**src/rtl/ir_pulse_distance_receiver_core_assert.svh**
```systemverilog
// Assertion macros shared by the receiver RTL.
`ifndef IR_PULSE_DISTANCE_RECEIVER_CORE_ASSERT_SVH
`define IR_PULSE_DISTANCE_RECEIVER_CORE_ASSERT_SVH

// Same-cycle implication, checked outside reset.
`define IRPD_ASSERT_NOW(label, ante, cons, msg) \
  label: assert property (@(posedge clk) disable iff (rst) (ante) |-> (cons)) \
    else $error(msg);

// Next-cycle implication, checked outside reset.
`define IRPD_ASSERT_NEXT(label, ante, cons, msg) \
  label: assert property (@(posedge clk) disable iff (rst) (ante) |=> (cons)) \
    else $error(msg);

`endif

```
**src/rtl/irpd_pkg.sv**
```systemverilog
`timescale 1ns / 1ps
`default_nettype none

package irpd_pkg;

  // Item kinds on the input channel.
  localparam logic FUNC_TICK = 1'b0;
  localparam logic FUNC_EDGE = 1'b1;

  // Number of ticks that land in the early window.
  localparam logic [5:0] EARLY_LEN = 6'd32;
  // Saturation point of the sample counter.
  localparam logic [5:0] COUNT_MAX = 6'd63;

  // Configuration port index width and register indexes.
  localparam int unsigned CFG_INDEX_W = 8;
  typedef enum logic [CFG_INDEX_W-1:0] {
    REG_HEADER_EARLY_MAX = 8'd0,
    REG_HEADER_LATE_MIN  = 8'd1,
    REG_ONE_THRESHOLD    = 8'd2,
    REG_HEADER_SAMPLES   = 8'd3
  } irpd_reg_t;

  // Register values after reset.
  localparam logic [31:0] RST_HEADER_EARLY_MAX = 32'd16;
  localparam logic [31:0] RST_HEADER_LATE_MIN  = 32'd500;
  localparam logic [31:0] RST_ONE_THRESHOLD    = 32'd3;
  localparam logic [5:0]  RST_HEADER_SAMPLES   = 6'd40;

  typedef struct packed {
    logic [31:0] header_early_max;
    logic [31:0] header_late_min;
    logic [31:0] one_threshold;
    logic [5:0]  header_samples;
  } irpd_cfg_t;

  // Decoder state apart from the bit counter, whose width follows the frame length.
  typedef struct packed {
    logic [5:0]  sample_count;
    logic [31:0] early_window;
    logic [31:0] late_window;
    logic        capture_active;
    logic [31:0] frame_shift;
    logic [31:0] last_frame;
    logic        sample_enable;
  } irpd_state_t;

endpackage

`default_nettype wire

```
**src/rtl/irpd_step.sv**
```systemverilog
`timescale 1ns / 1ps
`default_nettype none

// Next-state logic of the decoder for one item.
module irpd_step import irpd_pkg::*; #(
  parameter int unsigned FRAME_BITS = 32,
  parameter int unsigned BIT_W      = $clog2(FRAME_BITS + 1)
) (
  input  wire logic             func,
  input  wire logic             ir_level,
  input  wire irpd_cfg_t        cfg,
  input  wire irpd_state_t      cur,
  input  wire logic [BIT_W-1:0] bit_count,
  output      irpd_state_t      nxt,
  output      logic [BIT_W-1:0] bit_count_next,
  output      logic             done
);

  logic        one_bit;
  logic [31:0] frame_or;
  logic [5:0]  count_inc;

  assign one_bit   = (cur.early_window > cfg.one_threshold);
  assign frame_or  = cur.frame_shift | {31'd0, one_bit};
  assign count_inc = (cur.sample_count < COUNT_MAX) ? cur.sample_count + 6'd1
                                                    : cur.sample_count;

  always_comb begin
    nxt            = cur;
    bit_count_next = bit_count;
    done           = 1'b0;
    if (func == FUNC_EDGE) begin
      // An edge appends one bit while capturing: set bit 0, then shift.
      if (cur.capture_active) begin
        nxt.frame_shift = {frame_or[30:0], 1'b0};
        bit_count_next  = bit_count + 1'b1;
        if (bit_count_next == BIT_W'(FRAME_BITS)) begin
          nxt.last_frame     = {frame_or[30:0], 1'b0};
          nxt.capture_active = 1'b0;
          done               = 1'b1;
        end
      end
      // Every edge restarts the sampling of the next gap.
      nxt.sample_count  = 6'd0;
      nxt.early_window  = 32'd0;
      nxt.late_window   = 32'd0;
      nxt.sample_enable = 1'b1;
    end else if (cur.sample_enable) begin
      // A tick shifts the level into the early or the late window.
      if (cur.sample_count < EARLY_LEN) begin
        nxt.early_window = {cur.early_window[30:0], ir_level};
      end else begin
        nxt.late_window = {cur.late_window[30:0], ir_level};
      end
      nxt.sample_count = count_inc;
      // Past the header length outside a frame: stop and check the header.
      if (count_inc > cfg.header_samples && !cur.capture_active) begin
        nxt.sample_enable = 1'b0;
        if (nxt.early_window < cfg.header_early_max &&
            nxt.late_window > cfg.header_late_min) begin
          nxt.capture_active = 1'b1;
          nxt.frame_shift    = 32'd0;
          bit_count_next     = '0;
        end
      end
    end
  end

endmodule

`default_nettype wire

```
**src/rtl/ir_pulse_distance_receiver_core.sv**
```systemverilog
`timescale 1ns / 1ps
`default_nettype none

// Channel  Handshake            Payload
// -------  -------------------  ------------------------------------------------
// in       in_valid / in_ready  func, ir_level
// out      out_valid/out_ready  frame_ready, frame_value, capturing, sampling_on
// cfg      cfg_valid/cfg_ready  cfg_index, cfg_data
//
// Each item's result is loaded into the output register at the clock edge that accepts it.
// One item per cycle is sustained while out does not stall; the single decode step sets this figure.
// in_ready is high whenever the output register is empty or being drained.
// A stall on out holds the result and stops input only while the register stays full.
// Synchronous reset clears all decoder state and loads the register defaults; cfg_ready is always high.

`include "ir_pulse_distance_receiver_core_assert.svh"

module ir_pulse_distance_receiver_core import irpd_pkg::*; #(
  parameter int unsigned FRAME_BITS = 32
) (
  input  wire logic                   clk,
  input  wire logic                   rst,
  input  wire logic                   in_valid,
  output      logic                   in_ready,
  input  wire logic                   func,
  input  wire logic                   ir_level,
  output      logic                   out_valid,
  input  wire logic                   out_ready,
  output      logic                   frame_ready,
  output      logic [31:0]            frame_value,
  output      logic                   capturing,
  output      logic                   sampling_on,
  input  wire logic                   cfg_valid,
  output      logic                   cfg_ready,
  input  wire logic [CFG_INDEX_W-1:0] cfg_index,
  input  wire logic [31:0]            cfg_data
);

  localparam int unsigned BIT_W = $clog2(FRAME_BITS + 1);

  irpd_cfg_t        cfg;
  irpd_state_t      state;
  irpd_state_t      state_next;
  logic [BIT_W-1:0] bit_count;
  logic [BIT_W-1:0] bit_count_next;
  logic             done;
  logic             in_fire;

  assign cfg_ready = 1'b1;
  assign in_ready  = !out_valid || out_ready;
  assign in_fire   = in_valid && in_ready;

  // Configuration registers.
  always_ff @(posedge clk) begin
    if (rst) begin
      cfg.header_early_max <= RST_HEADER_EARLY_MAX;
      cfg.header_late_min  <= RST_HEADER_LATE_MIN;
      cfg.one_threshold    <= RST_ONE_THRESHOLD;
      cfg.header_samples   <= RST_HEADER_SAMPLES;
    end else if (cfg_valid && cfg_ready) begin
      unique case (cfg_index)
        REG_HEADER_EARLY_MAX: cfg.header_early_max <= cfg_data;
        REG_HEADER_LATE_MIN:  cfg.header_late_min  <= cfg_data;
        REG_ONE_THRESHOLD:    cfg.one_threshold    <= cfg_data;
        REG_HEADER_SAMPLES:   cfg.header_samples   <= cfg_data[5:0];
        default: ;
      endcase
    end
  end

  irpd_step #(
    .FRAME_BITS (FRAME_BITS),
    .BIT_W      (BIT_W)
  ) u_step (
    .func           (func),
    .ir_level       (ir_level),
    .cfg            (cfg),
    .cur            (state),
    .bit_count      (bit_count),
    .nxt            (state_next),
    .bit_count_next (bit_count_next),
    .done           (done)
  );

  // Decoder state advances on each accepted item.
  always_ff @(posedge clk) begin
    if (rst) begin
      state     <= '0;
      bit_count <= '0;
    end else if (in_fire) begin
      state     <= state_next;
      bit_count <= bit_count_next;
    end
  end

  // Result register.
  always_ff @(posedge clk) begin
    if (rst) begin
      out_valid <= 1'b0;
    end else if (in_fire) begin
      out_valid <= 1'b1;
    end else if (out_ready) begin
      out_valid <= 1'b0;
    end
  end

  always_ff @(posedge clk) begin
    if (in_fire) begin
      frame_ready <= done;
      frame_value <= state_next.last_frame;
      capturing   <= state_next.capture_active;
      sampling_on <= state_next.sample_enable;
    end
  end

  `IRPD_ASSERT_NOW(a_frame_ends_capture, out_valid && frame_ready, !capturing, "frame result while still capturing")
  `IRPD_ASSERT_NOW(a_bit_count_range, state.capture_active, bit_count < BIT_W'(FRAME_BITS), "bit counter past frame length during capture")
  `IRPD_ASSERT_NEXT(a_edge_restarts, in_fire && func == FUNC_EDGE, state.sample_enable && state.sample_count == 6'd0, "edge did not restart sampling")
  `IRPD_ASSERT_NOW(a_capture_start_clear, $rose(state.capture_active), bit_count == '0 && state.frame_shift == 32'd0, "capture started with stale frame state")

endmodule

`default_nettype wire

```
**config.mk**
```make
export PLATFORM = sky130hd
export DESIGN_NAME = ir_pulse_distance_receiver_core
export DESIGN_NICKNAME = d
export VERILOG_FILES = /design/src/rtl/irpd_pkg.sv /design/src/rtl/irpd_step.sv /design/src/rtl/ir_pulse_distance_receiver_core.sv
export VERILOG_INCLUDE_DIRS = /design/src /design/src/rtl
export SDC_FILE = /design/constraint.sdc
export NUM_CORES = 1
export LEC_CHECK = 0
export ABC_AREA = 1
export ABC_CLOCK_PERIOD_IN_PS = 2800
export BUFFER_PORTS_ARGS = -buffer_cell sky130_fd_sc_hd__buf_2
export CORE_MARGIN = 5
export CORE_UTILIZATION = 38
export CTS_BUF_LIST = sky130_fd_sc_hd__clkbuf_4 sky130_fd_sc_hd__clkbuf_8
export CTS_CLUSTER_DIAMETER = 80
export DETAILED_ROUTE_END_ITERATION = 6
export SLEW_MARGIN = 10
export SYNTH_ARGS = -nofsm -noshare
export SYNTH_HDL_FRONTEND = slang
export SYNTH_HIERARCHICAL = 1
export SYNTH_SLANG_ARGS = --single-unit
```
**constraint.sdc**
```tcl
create_clock -name clk -period 2.8 [get_ports clk]
set_input_delay 0.56 -clock clk [delete_from_list [all_inputs] [get_ports clk]]
set_output_delay 0.56 -clock clk [all_outputs]
set_load 0.03 [all_outputs]
```
* After elaboration in Yosys (flattened, before gate mapping)
Index checks and enable logic that the tools add are counted.
** Word-level totals
- Register bits :: 279
- Input bits :: 47
- Output and inout bits :: 38
- Word-level logic and storage cells :: 75
** Cells by class
- Add/sub/neg operators :: 2
- $lt $le $gt $ge :: 6
- Equality and inequality tests :: 5
- Multiplexer cells :: 26
- Bitwise logic cells :: 1
- Reduce and logical (&&, ||, !) cells :: 18
** Operators with widths (count)
- $mux W32 :: 8
- $mux W103 :: 2
- $mux W33 :: 2
- $mux W65 :: 1
- $gt A32 B32 Y1 :: 2
- $mux W6 :: 6
- $lt A32 B32 Y1 :: 1
- $or A31 B1 Y31 :: 1
- $eq A8 B2 Y1 const B :: 2
- $add A6 B1 Y6 const B :: 2
- $lt A6 B6 Y1 const B :: 2
- $reduce_and A2 Y1 :: 6
- $eq A8 B1 Y1 const B :: 1
- $logic_not A8 Y1 :: 1
- $reduce_bool A2 Y1 :: 4
- $mux W1 :: 7
- $eq A6 B6 Y1 const B :: 1
- $gt A6 B6 Y1 :: 1
- $reduce_and A5 Y1 :: 1
- $logic_and A1 B1 Y1 :: 3
- $logic_not A1 Y1 :: 2
- $ne A2 B1 Y1 const B :: 1
- $logic_or A1 B1 Y1 :: 1

* Depth between registers and ports, before layout
Gate-level depths: netlist (run 1).
- Depth in word-level cells :: 10
- Depth in mapped cells :: 23
- Depth with buffers taken out :: 22

* Hierarchy
Netlist (run 1), hierarchy kept.
** By module, submodules not included
- ir_pulse_distance_receiver_core :: times used 1, cells each 1257, area an instance 10171.0 um2
- irpd_step :: times used 1, cells each 1236, area an instance 6133.4 um2

* Worst setup path after synthesis (run 1)
OpenSTA, ideal clock, no wires.
- Path type :: register -> register
- From :: register state[135] in the netlist's numbering
- To :: register, netlist name state[64]
- Setup time :: 0.116 ns
- Arrival :: 2.721 ns
- Required time :: 2.684 ns
- Path slack :: -0.036 ns
- Stages on the path, launching flop included :: 22
- Buffers on the path :: 4
- Cell sequence :: dfxtp_1 buf_2 buf_1 buf_1 nand2_1 o21ai_0 ha_1 nand2_1 inv_1 nand2_1 nand3_1 nor2_1 nand2_1 nor2_1 nand3_1 a21oi_2 nand2_2 buf_6 nand3_1 nand2_1 o21ai_0 nor2_1
** RTL lines
- from (decl) :: RTL line ir_pulse_distance_receiver_core.sv:42 : irpd_state_t state;
- from (signal assigned) :: RTL line ir_pulse_distance_receiver_core.sv:91 : state <= state_next;

* Worst setup path after layout (run 1)
- From :: register state[130] in the netlist's numbering
- To :: register state[43] in the netlist's numbering
** Between the ends
- Cells in the longest elaborated chain, start to end :: 8
- Elaborated cells between the ends (all ways) :: 18
- Classes of those cells :: add/sub (1); order compare (5); mux (7); reduce/logical (5)
** RTL lines
- $lt A6 B6 Y1 :: RTL line irpd_step.sv:50 : if (cur.sample_count < EARLY_LEN) begin
- $mux W32 :: RTL line irpd_step.sv:50
- $mux W32 :: RTL line irpd_step.sv:48 : end else if (cur.sample_enable) begin
- $mux W32 :: RTL line irpd_step.sv:32 : if (func == FUNC_EDGE) begin
- $lt A32 B32 Y1 or $gt A32 B32 Y1 (tied branches) :: RTL line irpd_step.sv:59, irpd_step.sv:60
- $logic_and A1 B1 Y1 :: RTL line irpd_step.sv:59 : if (nxt.early_window < cfg.header_early_max &&
- $reduce_bool A2 Y1 (no line)
- $reduce_and A5 Y1 (no line) (*)
Every way passes the cells marked *; elsewhere a longest branch is shown, timed or not. The select of a mux whose other input is x is not followed.
A chain may end at the register's enable or synchronous reset.

==> impl_metrics.env, run 1 <==
export IMPL_vias_per_cell=4.98
export IMPL_outcome="finished with violations"
export IMPL_rows=75
export IMPL_multi_input_area_um2=8580
export IMPL_irDropWorstVdd_v=0.000286
export IMPL_seq_area_um2=5950
export IMPL_route_detailed_drc=0
export IMPL_syn_area_per_cell_um2=6.54
export IMPL_final_setup_viol_count=35
export IMPL_violations="negative setup slack"
export IMPL_reg2reg_slack_ns=-0.13
export IMPL_power_mw=10.2
export IMPL_syn_nets=2635
export IMPL_worstHoldPathType="in2reg"
export IMPL_tightestPinTransition_ns=0.782
export IMPL_area_growth_syn_to_layout_pct=14.8
export IMPL_cp_arrival_ns=3.43
export IMPL_post_route_util_pct=44.3
export IMPL_crit_path_max_incr_delay_ns=0.36
export IMPL_crit_top_cell="nor2_1"
export IMPL_cts_buffers=51
export IMPL_fin_crit_sh_pct=105
export IMPL_grt_ovfl_total=0
export IMPL_h_tree_depth=2
export IMPL_die_area_um2=47000
export IMPL_io_buffers=83
export IMPL_path_class="reg2reg"
export IMPL_cp_startpoint="state[130]"
export IMPL_start_kind="flip-flop"
export IMPL_die_x_um=217
export IMPL_finalHoldViolCount=0
export IMPL_wire_per_inst_um=13.9
export IMPL_start_util_pct=38.6
export IMPL_grt_pass1_wl_um=70300
export IMPL_cp_endpoint="state[43]"
export IMPL_first_pass_iters=5
export IMPL_fin_crit_ns=2.93
export IMPL_setup_ws_ns=-0.130
export IMPL_clock_skew_ns=0.0227
export IMPL_cp_max_fo=9
export IMPL_crit_required_ns=3.30
export IMPL_rr_worst_depth=22
export IMPL_relSlewSlack_pct=47.8
export IMPL_vias=15500
export IMPL_core_um2=42100
export IMPL_grt_max_degree=143
export IMPL_final_cell_area_um2=18700
export IMPL_cts_sinks=279
export IMPL_grtUsageTotal_pct=17.6
export IMPL_place_gp_congestion=0.828
export IMPL_drtAntennaViolNets=0
export IMPL_synth_cells=2485
export IMPL_ctsHoldBuffers=0
export IMPL_fillers=4313
export IMPL_die_h_um=217
export IMPL_report_final_slew_viol_count=0
export IMPL_root_buffer="clkbuf_8"
export IMPL_drt_wl_total_um=43400
export IMPL_r2r_start="state[130]"
export IMPL_yosysWarnings=6
export IMPL_r2r_end="state[43]"
export IMPL_path_cells="ha_4 > nand2_4 > nor3_4 > inv_2 > nor2_4 > buf_6 > nor2_1 > nor2_2 > ha_1 > nand2_4 > nor3_1 > nor2_1 > nand2_1 > nor2_1 > nand3_1 > a21oi_2 > nand2_4 > clkbuf_16 > nand3_1 > nand2_1 > o21ai_0 > nor2_1"
export IMPL_powerDensity_nw_per_um2=547
export IMPL_antenna_found_initial=0
export IMPL_drv_cap=0
export IMPL_place_area_um2=17300
export IMPL_p_leak_nw=8.69
export IMPL_nets=2687
export IMPL_max_freq_mhz=341
export IMPL_dp_final_hpwl_um=27600
export IMPL_slowest_stage="dfxtp_4"
export IMPL_rsz0062_at_grt="yes"
export IMPL_drive_gt1_share_pct=11.2
export IMPL_cts_tree="done"
export IMPL_synth_cell_area_um2=16300
export IMPL_drt_initial_drc_count=1023
export IMPL_cts_buffer_depth=3
export IMPL_grt_pass1_vias=14500
export IMPL_cp_end_kind="flip-flop"
export IMPL_clk_pin_slew_ns=0.06
export IMPL_antennaDiodeCount=0
export IMPL_num_io_pins=85
export IMPL_clock_latency_ns=0.63
-- worst max-delay path: cells and delay by family, from the launching register on --
| kind | cells | cell delay, ns |
|---|---|---|
| buffers and inverters | 3 | 0.38 |
| AND/OR/NAND/NOR | 15 | 1.29 |
| adder cells (fa/ha/maj) | 2 | 0.43 |
| AO/OA/AOI/OAI | 2 | 0.34 |
| flip-flops | 1 | 0.36 |
-- report_power, final --
part	internal [mW]	switching (mW)	total, mW
clock	2.23	1.78	4.01
sequential	4.26	0.145	4.40
combinational	0.622	1.17	1.80
-- cell type report --
class / instances / share of cell area, %
multi-input cells: 1731 / 46.0
flip-flops and latches: 279 / 31.9
repair buffers: 156 / 6.50
inverters: 318 / 6.48
clock buffers: 82 / 5.31
well taps: 539 / 3.61
clock inverters: 10 / 0.275
-- flip-flops by register name, indices dropped and copies added, names as in the netlist --
signal / cells
sampling_on: 1
cfg: 102
capturing: 1
bit_count: 6
state: 135
frame_value: 32
frame_ready: 1
out_valid: 1
-- placed cells by master (no fill, tap or decap), types with 6 or more instances in the layout --
cell        n
a21oi_1   201
buf_12     16
buf_2      83
buf_4      50
clkbuf_4   23
clkbuf_8   60
dfxtp_1   240
edfxtp_1   35
ha_1       99
inv_1     306
inv_2       7
nand2_1   479
nand3_1   160
nand3_2     6
nor2_1    414
o21ai_0   289
o21ai_1    27
-- routing by layer --
metal  GRT usage (%)  vias to the layer above  wire [um]
li1                -                     8045          -
met1            23.0                     7058      20000
met2            29.3                      316      19900
met3            3.25                       80       2290
met4            6.57                        0       1210
met5               0                        -          0
-- worst min path at each step --
stage / slack, ns / end / from / cells after the start
finish: 0.16 / out_valid / rst / 2
global route: 0.13 / out_valid / rst / 2
CTS: 0.11 / out_valid / rst / 2
detailed placement: 0.45 / cfg[44] / cfg[44] / 2
global placement: 0.44 / cfg[7] / cfg[7] / 2
floorplan: 0.43 / cfg[74] / cfg[74] / 2
-- per-stage QoR --
stage               worst slack (ns)  TNS (ns)  cells  hold WS [ns]
floorplan                     0.0499         0   2485         0.429
global placement             -0.0327    -0.680   3008         0.444
detailed placement            -0.132     -3.12   3008         0.450
CTS                          -0.0299    -0.524   3100         0.107
global route                  -0.317    -11.27   3115         0.131
finish                        -0.130     -2.83   3115         0.163
-- timing repair --
item | in CTS | in global routing
buffers inserted | 0 | 12
pin swaps | 0 | 11
endpoints found under the setup margin | 37 | 44
gates cloned | 0 | 3
gates resized for setup | 15 | 53
Note: power is estimated with default switching activity, not from simulation.
==> run 2, diff against run 1 <==
--- a/config.mk
+++ b/config.mk
@@ -14,6 +14,9 @@
 export CTS_BUF_LIST = sky130_fd_sc_hd__clkbuf_4 sky130_fd_sc_hd__clkbuf_8
 export CTS_CLUSTER_DIAMETER = 80
 export DETAILED_ROUTE_END_ITERATION = 6
+export GPL_TIMING_DRIVEN = 0
+export PLACE_DENSITY_LB_ADDON = 0.25
+export SKIP_LAST_GASP = 1
 export SLEW_MARGIN = 10
 export SYNTH_ARGS = -nofsm -noshare
 export SYNTH_HDL_FRONTEND = slang
==> impl_metrics.env, run 2 (synthesis gave the netlist of run 1 again) <==
export IMPL_die_x_um=217
export IMPL_final_cell_mix="nand2_1 (465), nor2_1 (411), inv_1 (307), o21ai_0 (265), dfxtp_1 (240)"
export IMPL_grtUsageTotal_pct=20.7
export IMPL_powerDensity_nw_per_um2=545
export IMPL_drtAntennaViolNets=0
export IMPL_start_util_pct=38.6
export IMPL_grt_ovfl_total=0
export IMPL_place_gp_congestion=0.920
export IMPL_io_buffers=82
export IMPL_grt_pass1_vias=15400
export IMPL_final_cell_area_um2=19100
export IMPL_relSlewSlack_pct=30.0
export IMPL_setup_ws_ns=-0.0596
export IMPL_clock_skew_ns=0.0453
export IMPL_wire_per_inst_um=15.6
export IMPL_die_area_um2=47000
export IMPL_grt_pass1_wl_um=79800
export IMPL_outcome="finished with violations"
export IMPL_tightestPinTransition_ns=1.05
export IMPL_path_class="reg2reg"
export IMPL_clock_latency_ns=0.66
export IMPL_num_io_pins=85
export IMPL_cts_tree="done"
export IMPL_area_growth_syn_to_layout_pct=17.3
export IMPL_cts_sinks=279
export IMPL_finalHoldViolCount=0
export IMPL_die_h_um=217
export IMPL_rows=75
export IMPL_vias_per_cell=5.07
export IMPL_start_kind="flip-flop"
export IMPL_r2r_end="state[36]"
export IMPL_h_tree_depth=2
export IMPL_reg_top3="state: 135 flops, cfg: 102 flops, frame_value: 32 flops"
export IMPL_r2r_start="state[135]"
export IMPL_vias=16300
export IMPL_max_freq_mhz=350
export IMPL_hold_slack_ns=0.0991
export IMPL_reg2reg_slack_ns=-0.06
export IMPL_cp_endpoint="state[36]"
export IMPL_violations="negative setup slack"
export IMPL_cp_end_kind="flip-flop"
export IMPL_crit_required_ns=3.32
export IMPL_fin_cells=3217
export IMPL_irDropWorstVdd_v=0.000291
export IMPL_drive_gt1_share_pct=13.2
export IMPL_place_area_um2=17300
export IMPL_final_setup_viol_count=35
export IMPL_cp_max_fo=10
export IMPL_fin_crit_sh_pct=102
export IMPL_drt_initial_drc_count=1284
export IMPL_clk_pin_slew_ns=0.06
export IMPL_grt_max_degree=45
export IMPL_final_common_cell="nand2_1"
export IMPL_route_detailed_drc=0
export IMPL_ctsHoldBuffers=0
export IMPL_multi_input_area_um2=8840
export IMPL_root_buffer="clkbuf_8"
export IMPL_power_mw=10.4
export IMPL_seq_area_um2=5950
export IMPL_cp_startpoint="state[135]"
export IMPL_worstHoldPathType="in2reg"
export IMPL_whs_path_depth=2
export IMPL_placed_cells_incl_taps=3106
export IMPL_dp_final_hpwl_um=36600
export IMPL_fillers=4330
export IMPL_core_um2=42100
export IMPL_report_final_slew_viol_count=0
export IMPL_first_pass_iters=6
export IMPL_drt_wl_total_um=50200
export IMPL_p_leak_nw=8.84
export IMPL_fin_crit_ns=2.86
export IMPL_nets=2787
export IMPL_rr_worst_depth=16
export IMPL_top_register="state"
export IMPL_antenna_found_initial=1
export IMPL_cts_buffer_depth=3
export IMPL_rsz0062_at_grt="yes"
export IMPL_cp_arrival_ns=3.38
export IMPL_largest_reg_flops=135
export IMPL_drv_cap=0
export IMPL_cts_buffers=50
[run 2: cell count changes in the layout (fill, tap and decap cells not counted), sizes merged]
cell      delta
inv          +1
buf         +27
diode        +1
nand2        +1
clkbuf      +73
clkinvlp     -1
[run 2: metal layers]
layer | wire length (um) | global-route usage (%) | vias to the layer above
li1 | - | - | 8263
met1 | 23200 | 28.1 | 7460
met2 | 21700 | 32.4 | 491
met3 | 3630 | 4.86 | 109
met4 | 1610 | 7.35 | 0
met5 | 0 | 0 | -
[run 2: worst min path at each step]
stage	slack (ns)	from	endpoint
finish	0.1	rst	out_valid
global route	0.09	rst	out_valid
CTS	0.05	rst	out_valid
detailed placement	0.45	cfg[45]	cfg[45]
global placement	0.45	cfg[74]	cfg[74]
floorplan	0.43	cfg[74]	cfg[74]
[run 2: final cells by class]
cell class / count / area share, %
multi-input combinational: 1732 / 46.4
sequential: 279 / 31.2
inverter: 318 / 6.27
clock buffer: 82 / 5.23
buffer: 157 / 4.10
tap: 539 / 3.54
timing repair buffer: 99 / 2.89
clock inverter: 10 / 0.368
antenna: 1 / 0.0131
[run 2: stage by stage]
stage / util (%) / setup slack (ns) / setup TNS [ns]
4_1_cts: 44.4 / -0.114 / -3.28
3_3_place_gp: 41.2 / -1.24 / -46.49
2_1_floorplan: - / 0.0499 / 0
3_5_place_dp: 41.2 / -1.28 / -47.87
6_report: 45.2 / -0.0596 / -1.14
5_1_grt: 45.2 / -0.233 / -7.34
[run 2: critical path: stages, from the launching register on]
cell and delay, ns:
dfxtp_4 0.36, buf_8 0.15, clkbuf_2 0.21, o21ai_0 0.35
ha_1 0.30, nand2_1 0.16, o21a_1 0.15, nand2_1 0.05
nand2_1 0.12, nand3_2 0.11, a21oi_4 0.17, nand2_4 0.14
buf_6 0.17, nand3_1 0.06, nand2_1 0.06, o21ai_1 0.12
nor2_1 0.05
[run 2: power breakdown]
part,internal [mW],total (mW),switching (mW)
combinational,0.634,1.94,1.30
sequential,4.26,4.41,0.152
clock,2.26,4.03,1.78
total,7.15,10.4,3.23
[run 2: repair_timing]
item	in CTS	in global routing
pin swaps	33	41
buffers inserted	7	6
hold endpoints to repair	0	0
cloned	5	0
gates resized for setup	105	92
endpoints found under the setup margin	43	45
